### src/mbrot_pkg.sv
package mbrot_pkg;

    localparam int FRAC_BITS  = 28;
    localparam int MAX_DIM    = 4096;
    localparam int DIM_W      = $clog2(MAX_DIM);
    localparam int COORD_W    = 32;
    localparam int ITER_W     = 16;
    localparam int PIX_W      = 17;
    localparam int Z_W        = FRAC_BITS + 6;
    localparam int MAG_W      = FRAC_BITS + 3;
    localparam int PROD_W     = 2 * MAG_W;
    localparam int DIFF_W     = PROD_W + 1;
    localparam int RING_DEPTH = 4;
    localparam int SEQ_W      = $clog2(RING_DEPTH) + 1;
    localparam int ADDR_W     = 5;
    localparam int APB_W      = 32;
    localparam int IN_DATA_W  = 24;
    localparam int OUT_DATA_W = 24;

    localparam logic signed [Z_W-1:0] ESC_LIM = Z_W'(64'sd4 <<< FRAC_BITS);
    localparam logic [PROD_W:0]       SUM_LIM = (PROD_W + 1)'(1) << (2 * FRAC_BITS + 4);
    localparam logic signed [PIX_W-1:0] PIX_INSIDE = '1;

    localparam logic signed [COORD_W-1:0] X_MIN_RST  = -32'sd536870912;
    localparam logic signed [COORD_W-1:0] Y_MIN_RST  = -32'sd402653184;
    localparam logic signed [COORD_W-1:0] STEP_X_RST = 32'sd4026532;
    localparam logic signed [COORD_W-1:0] STEP_Y_RST = 32'sd4026532;
    localparam logic [ITER_W-1:0]         MAX_IT_RST = 16'd100;

    typedef enum logic [2:0] {
        REG_X_MIN    = 3'd0,
        REG_Y_MIN    = 3'd1,
        REG_STEP_X   = 3'd2,
        REG_STEP_Y   = 3'd3,
        REG_ITER_CAP = 3'd4
    } reg_idx_t;

    typedef struct packed {
        logic signed [COORD_W-1:0] x_min;
        logic signed [COORD_W-1:0] y_min;
        logic signed [COORD_W-1:0] step_x;
        logic signed [COORD_W-1:0] step_y;
        logic [ITER_W-1:0]         iter_cap;
    } cfg_t;

    typedef struct packed {
        logic signed [COORD_W-1:0] c_re;
        logic signed [COORD_W-1:0] c_im;
    } coord_t;

    typedef struct packed {
        logic                    valid;
        logic                    done;
        logic [SEQ_W-1:0]        seq;
        logic [ITER_W-1:0]       iter;
        logic signed [PIX_W-1:0] result;
        coord_t                  c;
    } tok_t;

endpackage

### src/mbrot_coord.sv
module mbrot_coord (
    input  logic                       clk,
    input  logic                       rst_n,
    input  mbrot_pkg::cfg_t            cfg,
    input  logic                       in_valid,
    output logic                       in_ready,
    input  logic [mbrot_pkg::DIM_W-1:0] in_col,
    input  logic [mbrot_pkg::DIM_W-1:0] in_row,
    output logic                       out_valid,
    input  logic                       out_ready,
    output mbrot_pkg::coord_t          out_c
);
    import mbrot_pkg::*;

    localparam int PRODC_W = DIM_W + 1 + COORD_W;
    localparam int SUMC_W  = PRODC_W + 1;

    function automatic logic signed [COORD_W-1:0] sat_coord(
        input logic signed [SUMC_W-1:0] v
    );
        logic [SUMC_W-COORD_W:0] upper;
        logic signed [COORD_W-1:0] res;
        upper = v[SUMC_W-1:COORD_W-1];
        if ((&upper) || (~|upper))
            res = v[COORD_W-1:0];
        else if (v[SUMC_W-1])
            res = {1'b1, {(COORD_W-1){1'b0}}};
        else
            res = {1'b0, {(COORD_W-1){1'b1}}};
        return res;
    endfunction

    logic                      a_valid_reg, a_valid_next;
    logic [DIM_W-1:0]          col_reg, row_reg;
    logic                      b_valid_reg, b_valid_next;
    logic signed [PRODC_W-1:0] pre_reg, pim_reg, pre_next, pim_next;
    logic                      c_valid_reg, c_valid_next;
    coord_t                    c_reg, c_next;
    logic signed [PRODC_W-1:0] col_ext, row_ext, stx_ext, sty_ext;
    logic signed [SUMC_W-1:0]  sum_re, sum_im;
    logic                      a_take, b_take, c_take;

    assign c_take   = !c_valid_reg || out_ready;
    assign b_take   = !b_valid_reg || c_take;
    assign a_take   = !a_valid_reg || b_take;
    assign in_ready = a_take;

    assign out_valid = c_valid_reg;
    assign out_c     = c_reg;

    assign col_ext = PRODC_W'($signed({1'b0, col_reg}));
    assign row_ext = PRODC_W'($signed({1'b0, row_reg}));
    assign stx_ext = PRODC_W'(cfg.step_x);
    assign sty_ext = PRODC_W'(cfg.step_y);

    always_comb
    begin
        a_valid_next = a_take ? in_valid : a_valid_reg;
        b_valid_next = b_take ? a_valid_reg : b_valid_reg;
        c_valid_next = c_take ? b_valid_reg : c_valid_reg;
        pre_next     = col_ext * stx_ext;
        pim_next     = row_ext * sty_ext;
        sum_re       = SUMC_W'(pre_reg) + SUMC_W'(cfg.x_min);
        sum_im       = SUMC_W'(pim_reg) + SUMC_W'(cfg.y_min);
        c_next.c_re  = sat_coord(sum_re);
        c_next.c_im  = sat_coord(sum_im);
    end

    always_ff @(posedge clk or negedge rst_n)
    begin
        if (!rst_n)
        begin
            a_valid_reg <= 1'b0;
            b_valid_reg <= 1'b0;
            c_valid_reg <= 1'b0;
        end
        else
        begin
            a_valid_reg <= a_valid_next;
            b_valid_reg <= b_valid_next;
            c_valid_reg <= c_valid_next;
        end
    end

    always_ff @(posedge clk)
    begin
        if (a_take)
        begin
            col_reg <= in_col;
            row_reg <= in_row;
        end
        if (b_take)
        begin
            pre_reg <= pre_next;
            pim_reg <= pim_next;
        end
        if (c_take)
        begin
            c_reg <= c_next;
        end
    end

endmodule

### config.mk
export PLATFORM = sky130hd
export DESIGN_NAME = mbrot_coord
export DESIGN_NICKNAME = d
export VERILOG_FILES = /design/src/mbrot_pkg.sv /design/src/mbrot_coord.sv
export SDC_FILE = /design/constraint.sdc
export NUM_CORES = 2
export LEC_CHECK = 0
export ABC_AREA = 1
export BUFFER_PORTS_ARGS = -buffer_cell sky130_fd_sc_hd__buf_4
export CORE_MARGIN = 5
export CORE_UTILIZATION = 45
export DETAILED_ROUTE_END_ITERATION = 7
export GPL_TIMING_DRIVEN = 0
export MAX_ROUTING_LAYER = met4
export PLACE_DENSITY_LB_ADDON = 0.08
export SYNTH_ARGS = -nofsm -noshare
export SYNTH_HDL_FRONTEND = slang
export SYNTH_SLANG_ARGS = --single-unit
export TNS_END_PERCENT = 1
### constraint.sdc
create_clock -name clk -period 5 [get_ports clk]
set_clock_uncertainty 0.2 [all_clocks]
set_input_delay 0.5 -clock clk [delete_from_list [all_inputs] [get_ports clk]]
set_output_delay 0.5 -clock clk [all_outputs]
set_load 0.02 [all_outputs]
# --- Yosys cells after proc, flatten, opt, wreduce, memory -nomap -nowiden ---
# Index checks and enable logic that the tools add are counted.
word_totals:
  register_bits: 181
  latch_bits: 0
  ramBits: 0
  romBits: 0
  input_bits: 172
  out_inout_bits: 66
  word_cells: 31
  n_memories: 0
op_classes:
  addsub: 2
  multipliers: 2
  div_mod_pow: 0
  magnitude_cmp: 0
  n_eq_ne: 0
  shifts: 0
  muxes: 4
  bitwise: 0
  reduce_logical: 14
ops:
  columns: ["cell", "count"]
  rows:
  - ["32-bit 2-to-1 mux", 4]
  - ["45-bit by 32-bit adder with 46-bit output", 2]
  - ["13-bit by 32-bit multiplier with 45-bit output", 2]
  - ["15-bit AND reduction", 2]
  - ["15-bit OR reduction", 2]
  - ["1-bit zero test", 5]
  - ["1-bit logical OR", 5]

# --- Logic depth before layout (Yosys ltp) ---
logic_depth:
  depth_word: 5
  ltp_mapped: 28
  depth_no_buf: 27

# --- Least setup slack after synthesis ---
# Ideal clock, no wire load.
synth_path:
  path_kind: "input -> register"
  startpoint: "input port cfg[57] (netlist bit)"
  endpoint: "register pre_reg[30], data pin"
  setup_ps: 253
  arrival_ps: 5045
  required_time_ps: 4547
  slack_ps: -497
  path_stages: 24
  n_path_buf: 1
  path_cell_list: "clkbuf_1 > nand2_1 > inv_1 > fa_1 > inv_1 > fa_1 > inv_1 > fa_1 > fa_1 > inv_1 > fa_1 > inv_1 > ha_1 > nand2_1 > nor2_1 > inv_1 > o21ai_0 > a21boi_0 > o21ai_0 > nand2_1 > a31oi_1 > inv_1 > nand2_1 > nand2_1"
synth_between:
  elab_chain_cells: 1
synth_lines:
  columns: ["item", "line", "text"]
  rows:
  - ["from (decl)", "mbrot_coord.sv:4", "input mbrot_pkg::cfg_t cfg,"]
  - ["13-bit by 32-bit multiplier with 45-bit output", "mbrot_coord.sv:61", "pre_next = col_ext * stx_ext;"]
  - ["net pre_next[30]", "mbrot_coord.sv:36", "logic signed [PRODC_W-1:0] pre_reg, pim_reg, pre_next, pim_next;"]
  - ["to (signal assigned)", "mbrot_coord.sv:94", "pre_reg <= pre_next;"]
  - ["to (decl)", "mbrot_coord.sv:36", null]
# The timed path passes the listed nets, and every way through them passes these cells.
# A chain may end at the register's enable or synchronous reset.

# --- Worst setup path in the final report ---
layout_path:
  startpoint: "register col_reg[2]"
  endpoint: "register pre_reg[40], data pin"
layout_between:
  elab_chain_cells: 1
layout_lines:
  columns: ["item", "line", "text"]
  rows:
  - ["from (decl)", "mbrot_coord.sv:34", "logic [DIM_W-1:0] col_reg, row_reg;"]
  - ["from (signal assigned)", "mbrot_coord.sv:89", "col_reg <= in_col;"]
  - ["13-bit by 32-bit multiplier with 45-bit output", "mbrot_coord.sv:61", null]
  - ["net pre_next[40]", "mbrot_coord.sv:36", null]
# The timed path passes the listed nets, and every way through them passes these cells.

==> results.toml <==
[yosys]
synth_top_family_by_area = "adder cells"
synth_mux_area_share_pct = 0
syn-num-nets = 6860
ys_seq_area_share_pct = 13.0
syn_inst = 5722
netlist_area_sq_mm = 0.0417
synth_warnings = 0
post_synth_xor_area_fraction_pct = 3.13
yosys.area_share.simple_pct = 22.1
syn_avg_cell_area_sq_um = 7.29
synth_cell_types = 44
synthAdderAreaFrac_pct = 41.2
synth_seq_cells = 181
synth_compound_area_share_pct = 4.30

[timing]
fin_crit_ns = 5.72
setup_violations = 64
rsz0062_at_grt = "true"
max_freq_mhz = 175
timing.hold.ws_ns = 0.136
slew_headroom_pct = 46.8
period_share_pct = 114
final.setup.tns_ns = -28.32
hold_viol = 0
worst_pin_slew_ns = 0.798
final_max_slew_viol_count = 0
worst_slack_ns = -0.721

[hold_path]
min_path_type = "primary input to asynchronous set/reset pin"

[route]
drc = 0
drt-pass1-iter-count = 6
routedWlPerCell_microns = 17.4
drtIter0Drc = 2463
ant_nets = 0
num_vias = 35501
routed_wl_mm = 128
viasPerCell = 4.83

[flow_run]
drv_cap = 0

[place]
numPortBuffers = 221
place_area_sq_mm = 0.0458
globalplace.congestion = 0.950
dp_slack_ns = -1.35
hpwl_mm = 109

[cells_and_area]
largest_register_ffs = 64
diodes = 0
nNetsFinal = 7233
synthToLayoutAreaGrowth_pct = 17.5
drive_gt1_share_pct = 14.1
finalInstanceArea_sq_mm = 0.0490

[grt]
grt-ovfl-total = 0
grtUsageTotal_pct = 27.0
grt_first_pass_wirelength_mm = 201
antenna_found_initial = 0
grt_pass1_vias = 35805
grt_start_max_net_pins = 47

[floorplanning]
die_w_microns = 314
die_h_microns = 314
coreArea_sq_mm = 0.0918
initial_core_util_pct = 45.4
rows = 111
top_level_ports = 238
design.die.area_sq_mm = 0.0989

[worst_setup_path]
slowest_delay_ns = 0.63
cp.required_ns = 5.02
cp_max_fo = 10
cp_slowest_cell = "fa_2"
startpoint = "col_reg[2]"
r2r_start = "col_reg[2]"
arrival_ns = 5.74
setup.worst_path.end_class = "flip-flop"
crit_path_start_kind = "flip-flop"
worstSetupPathType = "flip-flop to flip-flop"

[clock_network]
cts.clk_slew.worst_paths_ns = 0.08
cts_root_buffer = "clkbuf_16"
cts_tree = "built"
max-clock-path-buffers = 2
insertion_delay_ns = 0.48
h-tree-depth = 4
cts.sinks = 181
cts_buffers = 17

[status]
status = "finished, violations left"
violations = "negative setup slack"
## layout by cell type, fill, tap and decap left out, drive strengths merged, types with 48 or more instances in the layout
master	count
nand2	1821
o21ai	68
ha	288
xor2	101
nand3	106
a21oi	166
buf	358
fa	678
edfxtp	178
inv	1652
nor2	312
clkbuf	136
xnor2	48
## worst max-delay path, delay by kind of cell, from the launching register on
kind	cells	cell delay (ns)
adder cells (fa/ha/maj)	6	2.89
buffers and inverters	9	0.74
AO/OA/AOI/OAI	5	0.74
flip-flops	1	0.38
AND/OR/NAND/NOR	5	0.38
XOR/XNOR	1	0.10
## layer usage
| layer | track usage [%] | wire length [microns] |
|---|---|---|
| met5 | - | 0 |
| met4 | 5.97 | 3220 |
| met3 | 2.80 | 7880 |
| met2 | 41.5 | 56400 |
| met1 | 39.0 | 60500 |
## layout make-up
class | instances | area, sq um
multi-input combinational | 3748 | 31200
clock buffer | 18 | 429
timing repair buffer | 358 | 2940
sequential | 181 | 5420
fill | 9059 | 42800
clock inverter | 14 | 118
tap | 1243 | 1560
buffer | 144 | 1210
inverter | 1645 | 6180
## through the flow
stage          instances  util [%]
3_3_place_gp        7186      49.8
5_1_grt             7351      53.4
6_report            7351      53.4
2_1_floorplan       5722         -
3_5_place_dp        7189      49.9
4_1_cts             7317      52.5
## final timing paths
| check | depth (start not counted) | end | slack, ns |
|---|---|---|---|
| worst min-delay path | 2 | out_valid | 0.14 |
| worst min register to register | 2 | out_valid | 0.25 |
| max in group asynchronous | 2 | b_valid_reg | 4.37 |
| worst max register to register | 26 | pre_reg[40] | -0.72 |
| min in group clk | 3 | pim_reg[0] | 0.14 |
| worst max-delay path | 26 | pre_reg[40] | -0.72 |
## cells by family after synthesis
kind of cell | Yosys count
flip-flops | 181
adder cells (fa/ha/maj) | 966
XOR/XNOR | 149
AO/OA/AOI/OAI | 317
AND/OR/NAND/NOR | 2316
buffers and inverters | 1793
## Yosys cell counts
cell type  count  share of area [%]
inv_1       1637                 15
o221a_2        1              0.027
o221ai_1       3              0.063
xor2_1       101                2.1
nor3_2         2              0.048
nand3b_2       2              0.054
or2_2          2              0.030
o21a_1         9               0.16
clkbuf_1     136                1.2
and2_1         2              0.030
buf_6         12               0.32
o2111ai_1      9               0.19
o211ai_1       7               0.13
a21oi_2        2              0.042
nor3_1        27               0.32
or2_1          2              0.030
nand2_1     1801                 16
nand3b_1       6               0.11
o21ai_1        2              0.024
nand2_2       18               0.27
a21o_1         3              0.054
nor3b_1        1              0.018
o21bai_1      16               0.29
edfxtp_1     178                 13
fa_1         678                 33
a21oi_1      164                2.0
inv_2          8              0.072
a21boi_0       5              0.090
nand2_4        2              0.054
a211o_1        1              0.021
nor2_4         2              0.054
nand4_1       29               0.43
nand3_1       94                1.1
and3_1         1              0.015
ha_1         288                8.6
nand3_2       12               0.29
nor2_1       287                2.6
nor4_1         3              0.045
a31oi_1       26               0.39
nor2_2        23               0.34
a221oi_1       3              0.063
xnor2_1       48                1.0
o21ai_0       66               0.79
dfrtp_1        3               0.18
## timing repair
item                       in CTS  in global routing
hold buffers                   26                  0
resized for setup             279                167
buffers inserted               66                 38
pin swaps                      64                 93
setup endpoints to repair      73                 71
cloned                          5                  0
hold endpoints to repair       28                  0
Power is not shown: default switching activity piles up to over one toggle a cycle in this logic, so the estimate is an artifact.
