$ cat config.mk
export PLATFORM = sky130hd
export DESIGN_NAME = mbrot_apb
export DESIGN_NICKNAME = d
export VERILOG_FILES = /design/src/mbrot_pkg.sv /design/src/mbrot_apb.sv
export SDC_FILE = /design/constraint.sdc
export NUM_CORES = 1
export LEC_CHECK = 0
export BUFFER_PORTS_ARGS = -buffer_cell sky130_fd_sc_hd__buf_4
export CORE_ASPECT_RATIO = 0.5
export CORE_MARGIN = 4
export CORE_UTILIZATION = 55
export CTS_BUF_LIST = sky130_fd_sc_hd__clkbuf_4 sky130_fd_sc_hd__clkbuf_8 sky130_fd_sc_hd__clkbuf_16
export CTS_CLUSTER_DIAMETER = 120
export DETAILED_ROUTE_END_ITERATION = 8
export GPL_ROUTABILITY_DRIVEN = 0
export PLACE_DENSITY = 0.95
export SLEW_MARGIN = 40
export SYNTH_ARGS = -nofsm -noshare
export SYNTH_HDL_FRONTEND = slang
export SYNTH_SLANG_ARGS = --single-unit
$ cat constraint.sdc
create_clock -name clk -period 3.5 [get_ports clk]
set_input_delay 0.35 -clock clk [delete_from_list [all_inputs] [get_ports clk]]
set_output_delay 0.35 -clock clk [all_outputs]
set_load 0.03 [all_outputs]
$ cat src/mbrot_pkg.sv
package mbrot_pkg;

    localparam int FRAC_BITS  = 28;
    localparam int MAX_DIM    = 4096;
    localparam int DIM_W      = $clog2(MAX_DIM);
    localparam int COORD_W    = 32;
    localparam int ITER_W     = 16;
    localparam int PIX_W      = 17;
    localparam int Z_W        = FRAC_BITS + 6;
    localparam int MAG_W      = FRAC_BITS + 3;
    localparam int PROD_W     = 2 * MAG_W;
    localparam int DIFF_W     = PROD_W + 1;
    localparam int RING_DEPTH = 4;
    localparam int SEQ_W      = $clog2(RING_DEPTH) + 1;
    localparam int ADDR_W     = 5;
    localparam int APB_W      = 32;
    localparam int IN_DATA_W  = 24;
    localparam int OUT_DATA_W = 24;

    localparam logic signed [Z_W-1:0] ESC_LIM = Z_W'(64'sd4 <<< FRAC_BITS);
    localparam logic [PROD_W:0]       SUM_LIM = (PROD_W + 1)'(1) << (2 * FRAC_BITS + 4);
    localparam logic signed [PIX_W-1:0] PIX_INSIDE = '1;

    localparam logic signed [COORD_W-1:0] X_MIN_RST  = -32'sd536870912;
    localparam logic signed [COORD_W-1:0] Y_MIN_RST  = -32'sd402653184;
    localparam logic signed [COORD_W-1:0] STEP_X_RST = 32'sd4026532;
    localparam logic signed [COORD_W-1:0] STEP_Y_RST = 32'sd4026532;
    localparam logic [ITER_W-1:0]         MAX_IT_RST = 16'd100;

    typedef enum logic [2:0] {
        REG_X_MIN    = 3'd0,
        REG_Y_MIN    = 3'd1,
        REG_STEP_X   = 3'd2,
        REG_STEP_Y   = 3'd3,
        REG_ITER_CAP = 3'd4
    } reg_idx_t;

    typedef struct packed {
        logic signed [COORD_W-1:0] x_min;
        logic signed [COORD_W-1:0] y_min;
        logic signed [COORD_W-1:0] step_x;
        logic signed [COORD_W-1:0] step_y;
        logic [ITER_W-1:0]         iter_cap;
    } cfg_t;

    typedef struct packed {
        logic signed [COORD_W-1:0] c_re;
        logic signed [COORD_W-1:0] c_im;
    } coord_t;

    typedef struct packed {
        logic                    valid;
        logic                    done;
        logic [SEQ_W-1:0]        seq;
        logic [ITER_W-1:0]       iter;
        logic signed [PIX_W-1:0] result;
        coord_t                  c;
    } tok_t;

endpackage

$ cat src/mbrot_apb.sv
module mbrot_apb (
    input  logic                        clk,
    input  logic                        rst_n,
    input  logic                        psel,
    input  logic                        penable,
    input  logic                        pwrite,
    input  logic [mbrot_pkg::ADDR_W-1:0] paddr,
    input  logic [mbrot_pkg::APB_W-1:0]  pwdata,
    output logic [mbrot_pkg::APB_W-1:0]  prdata,
    output logic                        pready,
    output mbrot_pkg::cfg_t             cfg
);
    import mbrot_pkg::*;

    cfg_t       cfg_reg;
    cfg_t       cfg_next;
    logic [2:0] idx;
    logic       wr_en;

    assign idx    = paddr[ADDR_W-1:2];
    assign wr_en  = psel && penable && pwrite && pready;
    assign pready = 1'b1;
    assign cfg    = cfg_reg;

    always_comb
    begin
        cfg_next = cfg_reg;
        if (wr_en)
        begin
            unique case (idx)
                REG_X_MIN:    cfg_next.x_min    = pwdata;
                REG_Y_MIN:    cfg_next.y_min    = pwdata;
                REG_STEP_X:   cfg_next.step_x   = pwdata;
                REG_STEP_Y:   cfg_next.step_y   = pwdata;
                REG_ITER_CAP: cfg_next.iter_cap = pwdata[ITER_W-1:0];
                default:      cfg_next = cfg_reg;
            endcase
        end
    end

    always_comb
    begin
        unique case (idx)
            REG_X_MIN:    prdata = cfg_reg.x_min;
            REG_Y_MIN:    prdata = cfg_reg.y_min;
            REG_STEP_X:   prdata = cfg_reg.step_x;
            REG_STEP_Y:   prdata = cfg_reg.step_y;
            REG_ITER_CAP: prdata = APB_W'(cfg_reg.iter_cap);
            default:      prdata = '0;
        endcase
    end

    always_ff @(posedge clk or negedge rst_n)
    begin
        if (!rst_n)
        begin
            cfg_reg.x_min    <= X_MIN_RST;
            cfg_reg.y_min    <= Y_MIN_RST;
            cfg_reg.step_x   <= STEP_X_RST;
            cfg_reg.step_y   <= STEP_Y_RST;
            cfg_reg.iter_cap <= MAX_IT_RST;
        end
        else
        begin
            cfg_reg <= cfg_next;
        end
    end

endmodule

# After elaboration in Yosys (flattened, before gate mapping)
# Cells that the tools add are included.
# totals
ff_bits,144
input_bits,42
output_inout_bits,177
word_cells,18
# classes
n_eq_ne,4
muxes,1
reduce_logical,8
# ops
op,n
$pmux 32 s5,1
$reduce_and 2->1,5
$eq 3x2->1 const B,2
$eq 3x1->1 const B,1
$eq 3x3->1 const B,1
$logic_not 3->1,1
$logic_and 1x1->1,2

# Depth between registers and ports, before layout
# Gate-level depths: netlist of run 1.
# logic_depth
depth_word,3
depth_mapped,6
ltp_nobuf,3

# Least setup slack after synthesis of run 1
# OpenSTA, ideal clock, no wires.
# synth_path
kind,input -> output
startpoint,in paddr[4] (netlist bit)
endpoint,out prdata[0] (netlist bit)
arrival_time_ps,1664
required_time_ps,3150
slack_ps,1486
stages,4
path_buffers,2
path_cell_list,buf_2 -> buf_1 -> mux2_2 -> a221o_1
# synth_between
elab_chain_len,2
elab_cells_between_ends,6
classes_between,4 x eq/ne; 1 x mux; 1 x reduce/logical
# synth_rtl
element,line_no,rtl
from (decl),mbrot_apb.sv:7,"input logic [mbrot_pkg::ADDR_W-1:0] paddr,"
$eq 3x3->1 (tied with other cells),mbrot_apb.sv:43,unique case (idx)
$pmux 32 s5 (*),mbrot_apb.sv:43,
to (decl),mbrot_apb.sv:9,"output logic [mbrot_pkg::APB_W-1:0] prdata,"
# Every way passes the cells marked *; elsewhere a longest branch is shown, timed or not.

# Final worst setup path of run 1
# layout_path
startpoint,in paddr[3] (netlist bit)
endpoint,out prdata[0] (netlist bit)
# Same word-level chain as after synthesis.

==> reports/summary.txt, run 1 <==
fin worst setup slack = 0.651 ns
mapped cell area = 0.00652 mm^2
prevailing post-synth register cell = dfrtp_1
Final Max Tran Viols = 0
library cell occupying the most area in the post-synthesis netlist = dfrtp_1
EDFF count, synth = 0
gr ovfl total = 0
FILL cells = 643
# nets final = 688
Clk pin slew, worst setup/hold paths = 0.06 ns
compound-cell area share of the yosys netlist = 2.63%
share of the clock period used by the worst path after layout = 81.4%
HPWL reported at the end of detailed placement = 12,400 um
post-DR wirelength/cell = 22.9 um
unrepaired setup endpoints after global routing = no
longest individual stage delay on the worst path = 0.66 ns
detailed-route via count = 4,723
flip-flop count of the largest register, all copies and words added = 144
total die area = 0.0138 mm^2
Core Footprint = 0.0113 mm^2
clock sink total = 144
Max clock buf depth = 2
count of instances resized after the clock tree is built = 0
wire length of the first global-routing pass = 29,500 um
fmax = 0.351 GHz
slew at the pin closest to its max-slew limit = 0.838 ns
DRC violation total after the first TritonRoute iteration = 274
mean instance size in the synthesized netlist = 15.2 um^2
Required @ worst endpoint = 3.15 ns
total clock buffers created by CTS = 17
area share of and/or/nand/nor cells after synthesis = 3.63%
Max transition margin = 44.1%
mux contribution to synthesized area = 35.4%
category of the most critical setup path = in -> out
Worst Hold Path EP = cfg[140]
combinational family with the most area after synthesis = multiplexers
start point of the worst min-delay path = pwdata[28]
Synth Area in XOR/XNOR = 0%
Worst R2R End = cfg[22]
most frequent cells after synthesis = mux2_2 (156), dfrtp_1 (112), dfstp_2 (32), buf_2 (20)
metal3 WL = 981 um
sum of negative setup slack = 0 ns
Antenna Violating Nets Remaining = 0
antenna violations before repair = 0
overall fraction of global-route tracks in use = 27.7%
synthesized netlist net count = 472
Max rail drop VDD = 0.371 mV
ant diodes = 0
insertion delay to the later sink of the worst-skew pair = 0.41 ns
setup slack of the worst register-to-register path = 2.66 ns
kind of launch point of the worst setup path = primary input
number of distinct standard cells referenced by the synthesized netlist = 26
launching point of the worst reg2reg path = cfg[22]
detail-routed via count per cell = 5.77
uppermost layer routed = met4
worst min path class = in -> reg
# H-tree levels = 4
WP data arrival = 2.50 ns
number of setup violations in the final report = 0
warning count from the yosys run = 0
fraction of final layout cells sized beyond drive strength 1 = 71.0%
wire length on met1 = 7400 um
CTS tree = built
flop and latch count out of synthesis = 144
number of search-and-repair iterations in the first detailed-routing pass = 4
Setup Slack @ Placement = 0.757 ns
Static Leak = 0.00434 uW
total count of hold-check failures in the final report = 0
Hold Path Stages = 2
Port-buffer cells = 215
share of synthesized area occupied by flip-flops and latches = 55.9%
num ports = 219
Max-cap violations = 0
initial cell density of the core = 57.8%
maximum number of pins on one net before global-route repair = 68
Most common cell on crit path = buf_4
number of global-route vias before repair = 5,184
Setup crit end kind = output port
worst-case clock skew = 0 ns
layout-stage area growth over the synthesis result = 38.3%
die extent in x = 162 um
total routed wirelength = 18,700 um
chip height = 85.0 um
power per cell area = 722 mW/mm^2
CTS Root Cell = clkbuf_16
row count = 27
post-synthesis instance total = 430
shortest period the worst path allows = 2.85 ns
total length of routed met2 wires = 9930 um
FFs w/ async S/R, synth = 100%
area share of fa/ha/maj cells after synthesis = 0%
share of the synthesized area in the top cell type = 43.0%
maximum fanout count along the critical path = 40
DRC violations left = 0
chain of cells forming the critical path = buf_4 -> inv_1 -> nor3_2 -> buf_4 -> a221o_1 -> buf_4
Worst Reg2Reg Path Length in Cells = 1
outcome = complete, no violations
leading cell type by number of instances after synthesis = mux2_2
dominant cells by area after synthesis = dfrtp_1 (43%), mux2_2 (27%), dfstp_2 (13%)
critical-path cell with the highest stage delay = nor3_2
-- layout by cell type (no fill, tap or decap) --
| cell type | Yosys | layout |
|---|---|---|
| nor2b_1 | 16 | 16 |
| buf_8 | 0 | 1 |
| mux4_2 | 16 | 16 |
| clkbuf_16 | 0 | 17 |
| a21o_1 | 1 | 1 |
| bufinv_16 | 0 | 5 |
| mux2_2 | 156 | 156 |
| nor2_1 | 17 | 17 |
| nand4b_1 | 1 | 1 |
| a21oi_1 | 1 | 1 |
| a221o_1 | 14 | 14 |
| inv_1 | 2 | 2 |
| dfrtp_1 | 112 | 112 |
| buf_4 | 3 | 224 |
| or3_4 | 0 | 1 |
| mux2_1 | 2 | 2 |
| nor3_2 | 1 | 5 |
| clkinvlp_4 | 0 | 3 |
| clkbuf_4 | 0 | 1 |
| o32ai_1 | 1 | 1 |
| a311o_1 | 1 | 1 |
| nand3b_1 | 2 | 2 |
| mux2i_1 | 17 | 17 |
| nand4_1 | 1 | 1 |
| dlygate4sd3_1 | 0 | 1 |
| dfstp_2 | 32 | 32 |
| buf_16 | 0 | 1 |
| clkbuf_8 | 0 | 6 |
| nand2b_1 | 1 | 1 |
| conb_1 | 1 | 1 |
-- metal layers --
layer / up-vias / global-route usage (%)
met5: - / 0
met4: 0 / 9.75
met3: 35 / 5.68
met2: 191 / 49.6
met1: 2458 / 33.7
li1: 2039 / -
-- power breakdown --
part           leakage, uW  internal (uW)  switching [uW]
clock network     0.000328           1390             680
logic              0.00224            891            1220
registers          0.00177           2050             280
-- logic make-up after synthesis --
group / Yosys count
and+or+nand+nor: 44
DFF: 144
other: 1
buffers and inverters: 32
muxes: 191
AOI/OAI and AO/OA: 18
-- layout make-up --
| class | instances | area [um^2] | share of cell area, % |
|---|---|---|---|
| clock inverter | 8 | 173 | 1.91 |
| clock buffer | 24 | 515 | 5.72 |
| inverter | 2 | 7.51 | 0.0832 |
| sequential | 144 | 3640 | 40.4 |
| timing repair buffer | 227 | 1730 | 19.2 |
| multi-input combinational | 254 | 2750 | 30.5 |
| tap | 159 | 199 | 2.21 |
-- stage by stage --
step                      area, um^2  total power [uW]  cells  hold WS (ns)  utilization [%]
after detailed placement        8320              4460    785         0.314             73.7
final                           9020              6510    818         0.197             79.9
after CTS                       9010              6540    818         0.186             79.9
after global routing            9020              6750    818         0.183             79.9
after global placement          8290              4370    784         0.505             73.4
after floorplan                 6520              3560    430        0.0544                -
-- how the worst max path moves through the flow --
stage	cells past startpoint	start	to	slack (ns)
2_1_floorplan	4	paddr[4]	prdata[0]	1.49
3_3_place_gp	6	paddr[3]	prdata[0]	0.78
3_5_place_dp	6	paddr[3]	prdata[0]	0.76
4_1_cts	6	paddr[3]	prdata[0]	0.76
5_1_grt	6	paddr[3]	prdata[0]	0.63
6_report	6	paddr[3]	prdata[0]	0.65
-- worst max-delay path, delay by kind of cell --
family | cells | cell delay (ns)
and+or+nand+nor | 1 | 0.66
buffers and inverters | 4 | 1.26
AOI/OAI and AO/OA | 1 | 0.19
-- timing repair --
| action | in CTS | in global routing |
|---|---|---|
| buffers inserted | 0 | 0 |
| hold buffers | 1 | 0 |
| endpoints found under the hold margin | 46 | 0 |
(Power assumes the default switching activity.)
==> run 2, diff against run 1 <==
Settings changed: CORE_UTILIZATION 55 to 46, PLACE_DENSITY 0.95 to 0.87.
Clock period 3.5 ns to 2.3 ns, I/O delays scaled along.
==> run 2 against run 1 <==
Design area increased by 0.17%. Critical endpoint is now prdata[5]. Sequential power increased by 52%. Largest cell class unchanged. Largest power group unchanged. Critical path type unchanged. Die area increased by 18%.
==> reports/summary.txt, run 2 (synthesis results as in run 1) <==
DRC violation total after the first TritonRoute iteration = 198
area used by multi-input combinational logic = 0.00275 mm^2
number of cells in the finished layout apart from fillers = 861
number of setup violations in the final report = 0
Max rail drop VDD = 0.576 mV
antenna violations before repair = 0
global routing usage on met2 = 39.8%
final standard cell area without fillers = 0.00903 mm^2
detail-routed via count per cell = 5.41
worst-case clock skew = 0 ns
Clk pin slew, worst setup/hold paths = 0.06 ns
# Post-CTS Setup Buffers = 0
HPWL reported at the end of detailed placement = 12,900 um
CTS Root Cell = clkbuf_16
Port-buffer cells = 215
ant diodes = 0
Reg area = 0.00364 mm^2
die extent in x = 176 um
wire length of the first global-routing pass = 28,900 um
Required @ worst endpoint = 2.07 ns
global routing met1 resource utilization = 28.2%
total clock buffers created by CTS = 17
maximum number of pins on one net before global-route repair = 56
# H-tree levels = 4
most common library cell in the layout ignoring fill and taps = buf_4
detailed-route via count = 4,654
overall fraction of global-route tracks in use = 22.7%
FILL cells = 982
Static Leak = 0.00434 uW
commonest cells after routing, fill and taps aside = buf_4 (233), mux2_2 (156), dfrtp_1 (112), dfstp_2 (32)
share of the clock period used by the worst path after layout = 87.5%
Final Max Tran Viols = 0
gr ovfl total = 0
post-DR wirelength/cell = 21.1 um
flip-flop count of the largest register, all copies and words added = 144
instance area at placement = 0.00844 mm^2
maximum fanout count along the critical path = 21
fmax = 0.497 GHz
number of global-route vias before repair = 5,074
num ports = 219
met3 usage in global routing = 4.24%
worst min path class = in -> reg
CTS tree = built
Max-cap violations = 0
peak-usage layer in the global routing report = met2
number of search-and-repair iterations in the first detailed-routing pass = 4
clock sink total = 144
sum of negative setup slack = 0 ns
insertion delay to the later sink of the worst-skew pair = 0.39 ns
# nets final = 698
row count = 30
initial cell density of the core = 47.6%
total die area = 0.0163 mm^2
WP data arrival = 1.78 ns
kind of launch point of the worst setup path = primary input
Core Footprint = 0.0137 mm^2
total routed wirelength = 18,200 um
total count of hold-check failures in the final report = 0
outcome = complete, no violations
Max transition margin = 55.8%
unrepaired setup endpoints after global routing = no
fin worst setup slack = 0.288 ns
Max clock buf depth = 2
slew at the pin closest to its max-slew limit = 0.661 ns
Setup crit end kind = output port
fraction of final layout cells sized beyond drive strength 1 = 71.4%
Setup Slack @ Placement = 0.246 ns
chip height = 92.2 um
layout-stage area growth over the synthesis result = 38.5%
shortest period the worst path allows = 2.01 ns
Antenna Violating Nets Remaining = 0
category of the most critical setup path = in -> out
final worst hold slack = 0.0871 ns
power per cell area = 1040 mW/mm^2
number of cells in the design after placement = 828
DRC violations left = 0
## run 2: cell types whose count changed in the layout (fill, tap and decap cells not counted), moves of 2 or more
cell	before	now
buf_4	224	233
buf_12	0	2
clkbuf_4	1	3
clkbuf_8	6	4
clkinv_4	0	2
bufinv_16	5	1
clkinv_2	0	2
## run 2: area by class of cell
cell class	instances	share of cell area (%)
timing repair buffer	237	20.0
inverter	2	0.0831
clock buffer	24	5.57
sequential	144	40.3
tap	192	2.66
clock inverter	8	0.886
multi-input combinational	254	30.4
## run 2: worst paths after layout
check / end / slack, ns / from / cells past startpoint
setup / recovery: prdata[5] / 0.29 / paddr[4] / 7
hold / removal: cfg[139] / 0.09 / pwdata[27] / 2
setup reg to reg: cfg[22] / 1.45 / cfg[22] / 1
hold reg to reg: cfg[124] / 0.53 / cfg[124] / 1
max in group asynchronous: cfg[29] / 1.27 / rst_n / 3
min in group asynchronous: cfg[82] / 0.28 / rst_n / 2
## run 2: metal layers
layer	routed length [um]	share of wire, %	up-vias
li1	-	-	2036
met1	7290	40	2442
met2	9570	53	134
met3	819	4.5	42
met4	507	2.8	0
met5	0	0	-
## run 2: repair_timing
action                    4_1_cts  5_1_grt
resized for setup               0        0
hold endpoints to repair       30        0
hold buffers                    1        0
## run 2: where the power goes
part           switching [uW]  internal, uW
sequential                413          3120
combinational            1830          1360
clock                    1030          1640
## run 2: worst max-delay path: stages
cell      delay [ns]
buf_4           0.29
buf_4           0.34
nand2b_1        0.17
buf_4           0.21
nor2_1          0.06
a221o_1         0.28
buf_4           0.18
## run 2: per-stage QoR
stage	power, uW	util [%]
final	9390	65.9
after global routing	9780	65.9
after CTS	9460	65.9
after detailed placement	6780	61.6
after global placement	6690	61.6
after floorplan	5420	-
==> run 3, diff against run 2 <==
Settings changed: CORE_MARGIN 4 to default, CORE_UTILIZATION 46 to 47, CTS_BUF_LIST sky130_fd_sc_hd__clkbuf_4 sky130_fd_sc_hd__clkbuf_8 sky130_fd_sc_hd__clkbuf_16 to sky130_fd_sc_hd__clkbuf_4, PLACE_DENSITY 0.87 to 0.88.
==> run 3 against run 2 <==
Power decreased by 7.6%. Routed wire length increased by 0.13%. Largest power group unchanged. Critical endpoint is now prdata[27]. Clock skew unchanged.
==> reports/summary.txt, run 3 (synthesis results as in run 1) <==
unrepaired setup endpoints after global routing = no
# H-tree levels = 4
CTS Root Cell = clkbuf_4
number of search-and-repair iterations in the first detailed-routing pass = 5
longest individual stage delay on the worst path = 0.46 ns
worst-case clock skew = 0 ns
area used by multi-input combinational logic = 0.00274 mm^2
Core Footprint = 0.0131 mm^2
count of instances resized after the clock tree is built = 0
buffers plus inverters on the worst setup path = 1
num ports = 219
Required @ worst endpoint = 2.07 ns
total routed wirelength = 18,200 um
final worst hold slack = 0.227 ns
worst min path class = in -> async
slew at the pin closest to its max-slew limit = 0.524 ns
FILL cells = 897
CTS tree = built
CP delay by family, top = multiplexers
maximum fanout count along the critical path = 3
antenna violations before repair = 0
Max rail drop VDD = 0.393 mV
Reg area = 0.00364 mm^2
layout-stage area growth over the synthesis result = 39.7%
chain of cells forming the critical path = mux4_2 -> nor2b_1 -> buf_4
category of the most critical setup path = reg -> out
HPWL reported at the end of detailed placement = 12,200 um
# nets final = 730
Max-cap violations = 0
total clock buffers created by CTS = 17
outcome = complete, no violations
wire length on met1 = 7380 um
share of the clock period used by the worst path after layout = 85.6%
ant diodes = 0
clock sink total = 144
Static Leak = 0.00437 uW
die extent in x = 169 um
detail-routed via count per cell = 5.43
Port-buffer cells = 215
WP data arrival = 1.74 ns
total die area = 0.0144 mm^2
metal3 WL = 789 um
critical-path cell with the highest stage delay = mux4_2
shortest period the worst path allows = 1.97 ns
overall fraction of global-route tracks in use = 26.0%
fmax = 0.508 GHz
maximum number of pins on one net before global-route repair = 63
total count of hold-check failures in the final report = 0
insertion delay to the later sink of the worst-skew pair = 0.49 ns
number of global-route vias before repair = 5,175
Antenna Violating Nets Remaining = 0
flip-flop count of the largest register, all copies and words added = 144
kind of launch point of the worst setup path = flop
most common library cell in the layout ignoring fill and taps = buf_4
uppermost layer routed = met4
Final Max Tran Viols = 0
Setup crit end kind = output port
post-DR wirelength/cell = 20.6 um
Max transition margin = 65.1%
power per cell area = 953 mW/mm^2
Clk pin slew, worst setup/hold paths = 0.14 ns
Max clock buf depth = 2
row count = 29
commonest cells after routing, fill and taps aside = buf_4 (232), mux2_2 (156), dfrtp_1 (112), dlygate4sd3_1 (33), dfstp_2 (32)
wire length of the first global-routing pass = 28,200 um
chip height = 85.3 um
sum of negative setup slack = 0 ns
DRC violations left = 0
initial cell density of the core = 49.8%
fraction of final layout cells sized beyond drive strength 1 = 68.0%
DRC violation total after the first TritonRoute iteration = 220
total length of routed met2 wires = 9580 um
detailed-route via count = 4,808
number of setup violations in the final report = 0
gr ovfl total = 0
## run 3: cell count changes in the layout (fill, tap and decap cells not counted)
cell           delta
buf_12            +1
buf_4             -1
bufinv_16         +4
clkbuf_16        -17
clkbuf_4         +17
clkbuf_8          -4
clkinv_1          +1
clkinv_4          -1
clkinvlp_4        -2
dlygate4sd3_1    +32
inv_6             +1
nor3_2            +1
nor3_4            -1
## run 3: path summary, 6_finish.rpt
kind,slack [ns],from,to,depth (start not counted)
worst max-delay path,0.33,cfg[75],prdata[27],3
worst min-delay path,0.23,rst_n,cfg[51],2
worst max register to register,1.45,cfg[22],cfg[22],1
worst min register to register,0.55,cfg[131],cfg[131],1
max in group asynchronous,1.25,rst_n,cfg[67],3
min in group clk,0.44,penable,cfg[15],5
## run 3: repair_timing
action                                 CTS  global route
endpoints found under the hold margin  195             0
setup buffers                            0             0
hold buffers                            33             0
## run 3: cell type report
type / instances / area share [%]
clock buffers: 20 / 1.65
clock inverters: 11 / 2.07
inverters: 2 / 0.0824
multi-input cells: 254 / 30.1
flip-flops and latches: 144 / 40.0
well taps: 186 / 2.55
repair buffers: 269 / 23.5
## run 3: per-stage QoR
step | cell area [um^2] | std cells | util (%) | total power (uW) | setup WS [ns]
after floorplan | 6520 | 430 | - | 5420 | 0.526
after detailed placement | 8440 | 822 | 64.4 | 6760 | 0.366
after global placement | 8440 | 822 | 64.4 | 6660 | 0.397
after CTS | 9110 | 886 | 69.5 | 8710 | 0.282
final | 9110 | 886 | 69.5 | 8680 | 0.331
after global routing | 9110 | 886 | 69.5 | 9020 | 0.229
## run 3: where the power goes
group | switching, uW | internal [uW]
clock | 916 | 1000
sequential | 420 | 3110
combinational | 1830 | 1400
total | 3170 | 5510
## run 3: routing by layer
metal  up-vias  track usage, %
li1       2098               -
met3        42            4.57
met1      2504            31.0
met2       164            45.8
met4         0            13.6
met5         -               0
